==> src/hw/rtl/hrwl_pkg.sv <==
`timescale 1ns / 1ps

package hrwl_pkg;

    localparam int DEF_ROW_WORDS = 16;
    localparam int ADDR_W        = 16;
    localparam int WORD_W        = 16;

    localparam logic [7:0] CH_COLON     = 8'h3A;
    localparam logic [7:0] CH_NINE      = 8'h39;
    localparam logic [7:0] CH_ZERO      = 8'h30;
    // 'A' - 10
    localparam logic [7:0] ALPHA_OFFSET = 8'd55;
    localparam logic [7:0] REC_EOF      = 8'h01;

    localparam logic KIND_DATA = 1'b0;
    localparam logic KIND_EOF  = 1'b1;

    typedef enum logic [8:0] {
        PH_WAIT  = 9'b000000001,
        PH_COUNT = 9'b000000010,
        PH_ADDR  = 9'b000000100,
        PH_TYPE  = 9'b000001000,
        PH_D0    = 9'b000010000,
        PH_D1    = 9'b000100000,
        PH_D2    = 9'b001000000,
        PH_D3    = 9'b010000000,
        PH_CSUM  = 9'b100000000
    } phase_t;

    // New base address; the row position is worked out from it
    typedef struct packed {
        logic                load;
        logic [ADDR_W-1:0]   value;
    } row_seed_t;

    // Base address advanced by one; wrap when it rolls over to zero
    typedef struct packed {
        logic step;
        logic wrap;
    } row_step_t;

    // No hex check: anything above '9' is taken as a letter digit
    function automatic logic [7:0] digit_value(input logic [7:0] c);
        logic [7:0] v;
        if (c <= CH_NINE)
        begin
            v = c - CH_ZERO;
        end
        else
        begin
            v = c - ALPHA_OFFSET;
        end
        return v;
    endfunction

endpackage

==> src/hw/rtl/hrwl_row_pos.sv <==
`timescale 1ns / 1ps

module hrwl_row_pos
    import hrwl_pkg::*;
#(
    parameter int ROW_WORDS = DEF_ROW_WORDS
)
(
    input  logic      clk,
    input  logic      rst_n,
    input  row_seed_t seed,
    input  row_step_t stp,
    output logic      row_end,
    output logic      busy
);

    localparam int PW        = (ROW_WORDS > 2) ? $clog2(ROW_WORDS) : 1;
    localparam int ROW_SHIFT = ADDR_W + $clog2(ROW_WORDS);
    localparam int QW        = ADDR_W + 17;
    // ceil(2^ROW_SHIFT / ROW_WORDS): exact quotient for any 16-bit address
    localparam logic [16:0] ROW_RECIP =
        17'(((2 ** ROW_SHIFT) + ROW_WORDS - 1) / ROW_WORDS);
    localparam logic [PW-1:0]     POS_LAST = PW'(ROW_WORDS - 1);
    localparam logic [ADDR_W:0]   ROW_LEN  = (ADDR_W + 1)'(ROW_WORDS);

    logic                seed_pend_reg;
    logic                quot_pend_reg;
    logic [ADDR_W-1:0]   seed_val_reg;
    logic [ADDR_W-1:0]   quot_reg;
    logic [PW-1:0]       pos_reg;
    logic [PW-1:0]       pos_next;
    logic [QW-1:0]       prod;
    logic [ADDR_W:0]     rem_full;
    logic [ADDR_W:0]     rem_fix;

    assign prod     = {17'b0, seed_val_reg} * {{ADDR_W{1'b0}}, ROW_RECIP};
    assign rem_full = {1'b0, seed_val_reg} - (ADDR_W + 1)'({1'b0, quot_reg} * ROW_LEN);
    assign rem_fix  = (rem_full >= ROW_LEN) ? (rem_full - ROW_LEN) : rem_full;

    always_comb
    begin
        pos_next = pos_reg;
        if (quot_pend_reg)
        begin
            pos_next = rem_fix[PW-1:0];
        end
        else if (stp.step)
        begin
            if (stp.wrap || pos_reg == POS_LAST)
            begin
                pos_next = '0;
            end
            else
            begin
                pos_next = pos_reg + 1'b1;
            end
        end
    end

    always_ff @(posedge clk or negedge rst_n)
    begin
        if (!rst_n)
        begin
            seed_pend_reg <= 1'b0;
            quot_pend_reg <= 1'b0;
            pos_reg       <= '0;
        end
        else
        begin
            seed_pend_reg <= seed.load;
            quot_pend_reg <= seed_pend_reg;
            pos_reg       <= pos_next;
        end
    end

    always_ff @(posedge clk)
    begin
        if (seed.load)
        begin
            seed_val_reg <= seed.value;
        end
        if (seed_pend_reg)
        begin
            quot_reg <= ADDR_W'(prod >> ROW_SHIFT);
        end
    end

    assign row_end = (pos_reg == POS_LAST);
    assign busy    = seed_pend_reg | quot_pend_reg;

endmodule

==> src/hw/rtl/hex_record_word_loader.sv <==
`timescale 1ns / 1ps
// A character accepted into the decode register has its word or end-of-file result registered
// on the result port when it leaves that register; it waits there while a result is untaken.
// Throughput: one character per cycle; while a result waits to be taken one more beat
// can enter the decode register, then the input stalls until the result is taken.
// Reset (rst_n, async, active low): hunting for a colon, base address unset.

module hex_record_word_loader
    import hrwl_pkg::*;
#(
    parameter int ROW_WORDS = DEF_ROW_WORDS
)
(
    input  logic              clk,
    input  logic              rst_n,
    input  logic              char_valid,
    output logic              char_ready,
    input  logic [7:0]        char_in,
    output logic              result_valid,
    input  logic              result_ready,
    output logic              kind,
    output logic [WORD_W-1:0] word_value,
    output logic [ADDR_W-1:0] word_address,
    output logic              row_last
);

    logic              s1_valid_reg;
    logic [7:0]        s1_char_reg;
    logic              s1_adv;

    phase_t            phase_reg,   phase_next;
    logic [7:0]        cnt_reg,     cnt_next;
    logic [7:0]        bytes_reg,   bytes_next;
    logic [ADDR_W-1:0] rec_addr_reg, rec_addr_next;
    logic [7:0]        rec_kind_reg, rec_kind_next;
    logic [WORD_W-1:0] accum_reg,   accum_next;
    logic [ADDR_W-1:0] base_reg,    base_next;

    logic              res_valid_reg;
    logic              res_kind_reg;
    logic [WORD_W-1:0] res_value_reg;
    logic [ADDR_W-1:0] res_addr_reg;
    logic              res_last_reg;

    logic              emit;
    logic              emit_kind;
    logic [WORD_W-1:0] emit_value;
    logic [ADDR_W-1:0] emit_addr;
    logic              emit_last;

    logic [7:0]        d;
    logic [ADDR_W-1:0] addr_shift;
    logic [ADDR_W-1:0] addr_word;
    logic [7:0]        kind_sum;
    logic [7:0]        cnt_inc;
    logic [WORD_W-1:0] word_done;

    row_seed_t         seed;
    row_step_t         stp;
    logic              row_end;
    logic              row_busy;

    assign s1_adv     = s1_valid_reg && (!res_valid_reg || result_ready);
    assign char_ready = !s1_valid_reg || s1_adv;

    assign d          = digit_value(s1_char_reg);
    assign cnt_inc    = cnt_reg + 8'd1;
    assign addr_shift = {rec_addr_reg[ADDR_W-5:0], 4'b0} + {8'b0, d};
    assign addr_word  = addr_shift >> 1;
    assign kind_sum   = {rec_kind_reg[3:0], 4'b0} + d;
    assign word_done  = accum_reg + {d, 8'b0};

    always_comb
    begin
        phase_next    = phase_reg;
        cnt_next      = cnt_reg;
        bytes_next    = bytes_reg;
        rec_addr_next = rec_addr_reg;
        rec_kind_next = rec_kind_reg;
        accum_next    = accum_reg;
        base_next     = base_reg;
        emit          = 1'b0;
        emit_kind     = KIND_DATA;
        emit_value    = '0;
        emit_addr     = '0;
        emit_last     = 1'b0;
        seed          = '0;
        stp           = '0;
        case (phase_reg)
            PH_COUNT:
            begin
                bytes_next = {bytes_reg[3:0], 4'b0} + d;
                if (cnt_reg != 8'd0)
                begin
                    phase_next    = PH_ADDR;
                    cnt_next      = '0;
                    rec_addr_next = '0;
                end
                else
                begin
                    cnt_next = cnt_inc;
                end
            end
            PH_ADDR:
            begin
                if (cnt_reg > 8'd2)
                begin
                    cnt_next      = '0;
                    rec_addr_next = addr_word;
                    if (addr_word == '0)
                    begin
                        // record at address zero is dropped
                        phase_next = PH_WAIT;
                    end
                    else
                    begin
                        phase_next = PH_TYPE;
                        if (base_reg == '0)
                        begin
                            base_next  = addr_word;
                            seed.load  = 1'b1;
                            seed.value = addr_word;
                        end
                    end
                end
                else
                begin
                    cnt_next      = cnt_inc;
                    rec_addr_next = addr_shift;
                end
            end
            PH_TYPE:
            begin
                rec_kind_next = kind_sum;
                if (cnt_reg != 8'd0)
                begin
                    if (kind_sum == REC_EOF)
                    begin
                        phase_next = PH_WAIT;
                        cnt_next   = cnt_inc;
                        emit       = 1'b1;
                        emit_kind  = KIND_EOF;
                    end
                    else
                    begin
                        phase_next = PH_D0;
                        cnt_next   = '0;
                    end
                end
                else
                begin
                    cnt_next = cnt_inc;
                end
            end
            PH_D0:
            begin
                accum_next = {4'b0, d, 4'b0};
                phase_next = PH_D1;
            end
            PH_D1:
            begin
                accum_next = accum_reg + {8'b0, d};
                phase_next = PH_D2;
            end
            PH_D2:
            begin
                accum_next = accum_reg + {d[3:0], 12'b0};
                phase_next = PH_D3;
            end
            PH_D3:
            begin
                accum_next = word_done;
                emit       = 1'b1;
                emit_kind  = KIND_DATA;
                emit_value = word_done;
                emit_addr  = base_reg;
                emit_last  = row_end;
                base_next  = base_reg + 1'b1;
                stp.step   = 1'b1;
                stp.wrap   = (base_reg == {ADDR_W{1'b1}});
                if (cnt_inc < {1'b0, bytes_reg[7:1]})
                begin
                    phase_next = PH_D0;
                    cnt_next   = cnt_inc;
                end
                else
                begin
                    phase_next = PH_CSUM;
                    cnt_next   = '0;
                end
            end
            PH_CSUM:
            begin
                cnt_next = cnt_inc;
                if (cnt_reg != 8'd0)
                begin
                    phase_next = PH_WAIT;
                end
            end
            default:
            begin
                if (s1_char_reg == CH_COLON)
                begin
                    phase_next = PH_COUNT;
                    cnt_next   = '0;
                    bytes_next = '0;
                end
                else
                begin
                    phase_next = PH_WAIT;
                end
            end
        endcase
        if (!s1_adv)
        begin
            seed = '0;
            stp  = '0;
        end
    end

    hrwl_row_pos #(
        .ROW_WORDS (ROW_WORDS)
    ) u_row_pos (
        .clk     (clk),
        .rst_n   (rst_n),
        .seed    (seed),
        .stp     (stp),
        .row_end (row_end),
        .busy    (row_busy)
    );

    always_ff @(posedge clk or negedge rst_n)
    begin
        if (!rst_n)
        begin
            s1_valid_reg  <= 1'b0;
            res_valid_reg <= 1'b0;
            phase_reg     <= PH_WAIT;
            cnt_reg       <= '0;
            bytes_reg     <= '0;
            rec_addr_reg  <= '0;
            rec_kind_reg  <= '0;
            accum_reg     <= '0;
            base_reg      <= '0;
        end
        else
        begin
            if (char_valid && char_ready)
            begin
                s1_valid_reg <= 1'b1;
            end
            else if (s1_adv)
            begin
                s1_valid_reg <= 1'b0;
            end
            if (s1_adv)
            begin
                res_valid_reg <= emit;
                phase_reg     <= phase_next;
                cnt_reg       <= cnt_next;
                bytes_reg     <= bytes_next;
                rec_addr_reg  <= rec_addr_next;
                rec_kind_reg  <= rec_kind_next;
                accum_reg     <= accum_next;
                base_reg      <= base_next;
            end
            else if (result_ready)
            begin
                res_valid_reg <= 1'b0;
            end
        end
    end

    always_ff @(posedge clk)
    begin
        if (char_valid && char_ready)
        begin
            s1_char_reg <= char_in;
        end
        if (s1_adv)
        begin
            res_kind_reg  <= emit_kind;
            res_value_reg <= emit_value;
            res_addr_reg  <= emit_addr;
            res_last_reg  <= emit_last;
        end
    end

    assign result_valid = res_valid_reg;
    assign kind         = res_kind_reg;
    assign word_value   = res_value_reg;
    assign word_address = res_addr_reg;
    assign row_last     = res_last_reg;

    // end-of-file beats carry no word
    assert property (@(posedge clk) disable iff (!rst_n)
        result_valid && kind == KIND_EOF |->
            word_value == '0 && word_address == '0 && !row_last)
        else $error("end-of-file result carries word data");

    // row position must be settled before a word of the record goes out
    assert property (@(posedge clk) disable iff (!rst_n)
        s1_adv && phase_reg == PH_D3 |-> !row_busy)
        else $error("row position still being computed at word emission");

    // input stalls only when both the decode and result registers are full
    assert property (@(posedge clk) disable iff (!rst_n)
        !char_ready |-> s1_valid_reg && res_valid_reg && !result_ready)
        else $error("input stalled with room downstream");

    // a data record is only entered with a nonzero record address
    assert property (@(posedge clk) disable iff (!rst_n)
        s1_adv && phase_reg == PH_D0 |=> $past(rec_addr_reg) != '0)
        else $error("data record entered with zero address");

endmodule

==> config.mk <==
export PLATFORM = sky130hd
export DESIGN_NAME = hex_record_word_loader
export DESIGN_NICKNAME = d
export VERILOG_FILES = /design/src/hw/rtl/hrwl_pkg.sv /design/src/hw/rtl/hrwl_row_pos.sv /design/src/hw/rtl/hex_record_word_loader.sv
export SDC_FILE = /design/constraint.sdc
export NUM_CORES = 1
export LEC_CHECK = 0
export BUFFER_PORTS_ARGS = -buffer_cell sky130_fd_sc_hd__clkbuf_2
export CORE_MARGIN = 5
export CORE_UTILIZATION = 40
export DETAILED_ROUTE_END_ITERATION = 12
export SLEW_MARGIN = 0
export SYNTH_ARGS = -nofsm -noshare
export SYNTH_HDL_FRONTEND = slang
export SYNTH_HIERARCHICAL = 1
export SYNTH_SLANG_ARGS = --single-unit
==> constraint.sdc <==
create_clock -name clk -period 8.6 [get_ports clk]
set_input_delay 1.72 -clock clk [delete_from_list [all_inputs] [get_ports clk]]
set_output_delay 1.72 -clock clk [all_outputs]
set_load 0.05 [all_outputs]
==> flow_summary.ini <==
[detailed_routing]
ant_nets = 0
wirelength_um = 19100
detail_route.wl_per_cell_um = 16.8
vias = 6200
drc = 0
drtIter0Drc = 524
viasPerCell = 5.46
firstDrtPassIters = 5

[clock_network]
clk_pin_slew_ps = 60
cts_inserted_buffers = 17
cts_tree = done
cts-resized-gates = 0
htree_levels = 4
clockBufferDepth = 2
cts-root-buf = clkbuf_16
cts_setup_buffers = 0
ctsHoldBuffers = 0
worstSkewPairLatency_ps = 420
cts_num_sinks = 127

[place]
gp_congestion = 0.898
io_buffer_count = 47
hpwl_um = 13300

[status]
status = finished clean

[sta]
worst_pin_slew_ps = 1020
tns_ps = 0
rsz0062_at_grt = false
finalSetupViolCount = 0
period_needed_ps = 4590
slew_viol_final = 0
fmax_ghz = 0.218
hold_viol_final = 0
relSlewSlack_pct = 31.5
skew_ps = 11.1
fin_crit_sh_pct = 53.4

[global_routing]
grt.overflow.total = 0
grt_pass1_wl_um = 31500
first_global_vias = 5942
grt_usage_pct = 17.8
grt_max_degree = 57
antenna_found_initial = 0

[setup_path]
slowest_stage = inv_2
critPathMaxStageDelay_ps = 810
worst_setup_path_start_kind = input port
required_ps = 8900
crit_chain = clkbuf_2 -> nand2b_1 -> nand2_1 -> inv_2 -> nand2_1 -> inv_2 -> nand2_1 -> nor2_1 -> nand2b_1 -> o41ai_2 -> a221o_2
worst-setup-path-type = in -> reg
reg2reg_slack_ps = 4010
cp-end-kind = flip-flop
cp.arrival_ps = 4890
critPathMaxFanout = 43
crit_top_cell = nand2_1

[min_path]
hold_path.class = reg -> reg

[pwr]
p_leak_nw = 3.88
power.density_nw_per_um2 = 168
vdd_drop_max_uv = 140

[layout]
n_fill_cell = 1818
diodes = 0
layout-drive-gt1-share_pct = 13.5
nNetsFinal = 921
finish.utilization_pct = 46.1
multiInputGateArea_um2 = 4130
register_area_um2 = 3410
syn2layout_area_growth_pct = 14.0

[floorplanning]
die_area_um2 = 22400
num_rows = 51
fp.coreArea_um2 = 19300
die_y_um = 150
start_util_pct = 40.4
die_w_um = 150
io_pins = 48

[logic_synthesis]
syn_area_um2 = 7810
synthCells = 810
ys.warnings.count = 6
synth_nets = 873
postSynthAreaPerCell_um2 = 9.65

[job]
drv_cap = 0
-- layout by cell type, fill, tap and decap left out, types with 5 or more instances in the layout --
master	count
nor2b_1	8
a22oi_1	6
a21oi_1	45
ha_1	45
dfrtp_1	80
nor3_1	15
edfxtp_1	46
a21o_1	15
o31ai_1	10
nor2_1	73
nand3_1	23
fa_1	6
o22ai_1	7
nor4_1	6
inv_6	5
inv_1	35
and3_1	13
nand2b_1	9
nand4_1	5
clkbuf_2	46
nand2_1	81
clkbuf_16	17
and2_1	28
a22o_1	18
a31oi_1	9
o21ai_0	58
xnor2_1	26
xor2_1	18
buf_4	11
mux2i_1	5
-- power breakdown --
group          switching [mW]  internal [mW]  total, mW
Combinational          0.0968         0.0409      0.138
Sequential            0.00477          0.636      0.641
Clock                   0.289          0.430      0.719
Total                   0.390           1.11       1.50
-- final timing paths --
kind | from | endpoint | cells after the start
setup / recovery | result_ready | u_row_pos/pos_reg[3]$_DFFE_PN0P_ | 11
hold / removal | u_row_pos/seed_pend_reg$_DFF_PN0_ | u_row_pos/quot_pend_reg$_DFF_PN0_ | 0
setup reg to reg | s1_char_reg[4]$_DFFE_PP_ | base_reg[12]$_DFFE_PN0P_ | 17
hold reg to reg | u_row_pos/seed_pend_reg$_DFF_PN0_ | u_row_pos/quot_pend_reg$_DFF_PN0_ | 0
max in group asynchronous | rst_n | accum_reg[10]$_DFFE_PN0P_ | 2
min in group asynchronous | rst_n | u_row_pos/pos_reg[0]$_DFFE_PN0P_ | 1
-- final cells by class --
type | count | area share, %
sequential | 127 | 38.3
inverter | 38 | 1.60
tap | 265 | 3.72
timing repair buffer | 57 | 3.51
clock inverter | 15 | 1.78
clock buffer | 17 | 4.77
multi-input combinational | 617 | 46.3
-- through the flow --
stage	power, mW	hold slack [ps]	std cells	setup slack (ps)	cell area (um2)
global route	1.56	365	1136	3560	8910
global placement	0.789	336	1104	3710	8330
CTS	1.51	349	1136	3970	8910
finish	1.50	346	1136	4010	8910
detailed placement	0.791	336	1104	3550	8330
floorplan	0.741	331	810	4450	7820
-- worst max-delay path: cells and delay by family --
family / cells / cell delay [ps]
AO/OA/AOI/OAI: 2 / 430
buffers and inverters: 3 / 1300
AND/OR/NAND/NOR: 6 / 1430
-- metal layers --
layer	up-vias	wire [um]	share of wire (%)	track usage [%]
li1	3056	-	-	-
met1	2930	9350	49	25.6
met2	184	8450	44	26.9
met3	30	959	5.0	3.03
met4	0	369	1.9	6.50
met5	-	0	0	0
Note: power is estimated with default switching activity, not from simulation.
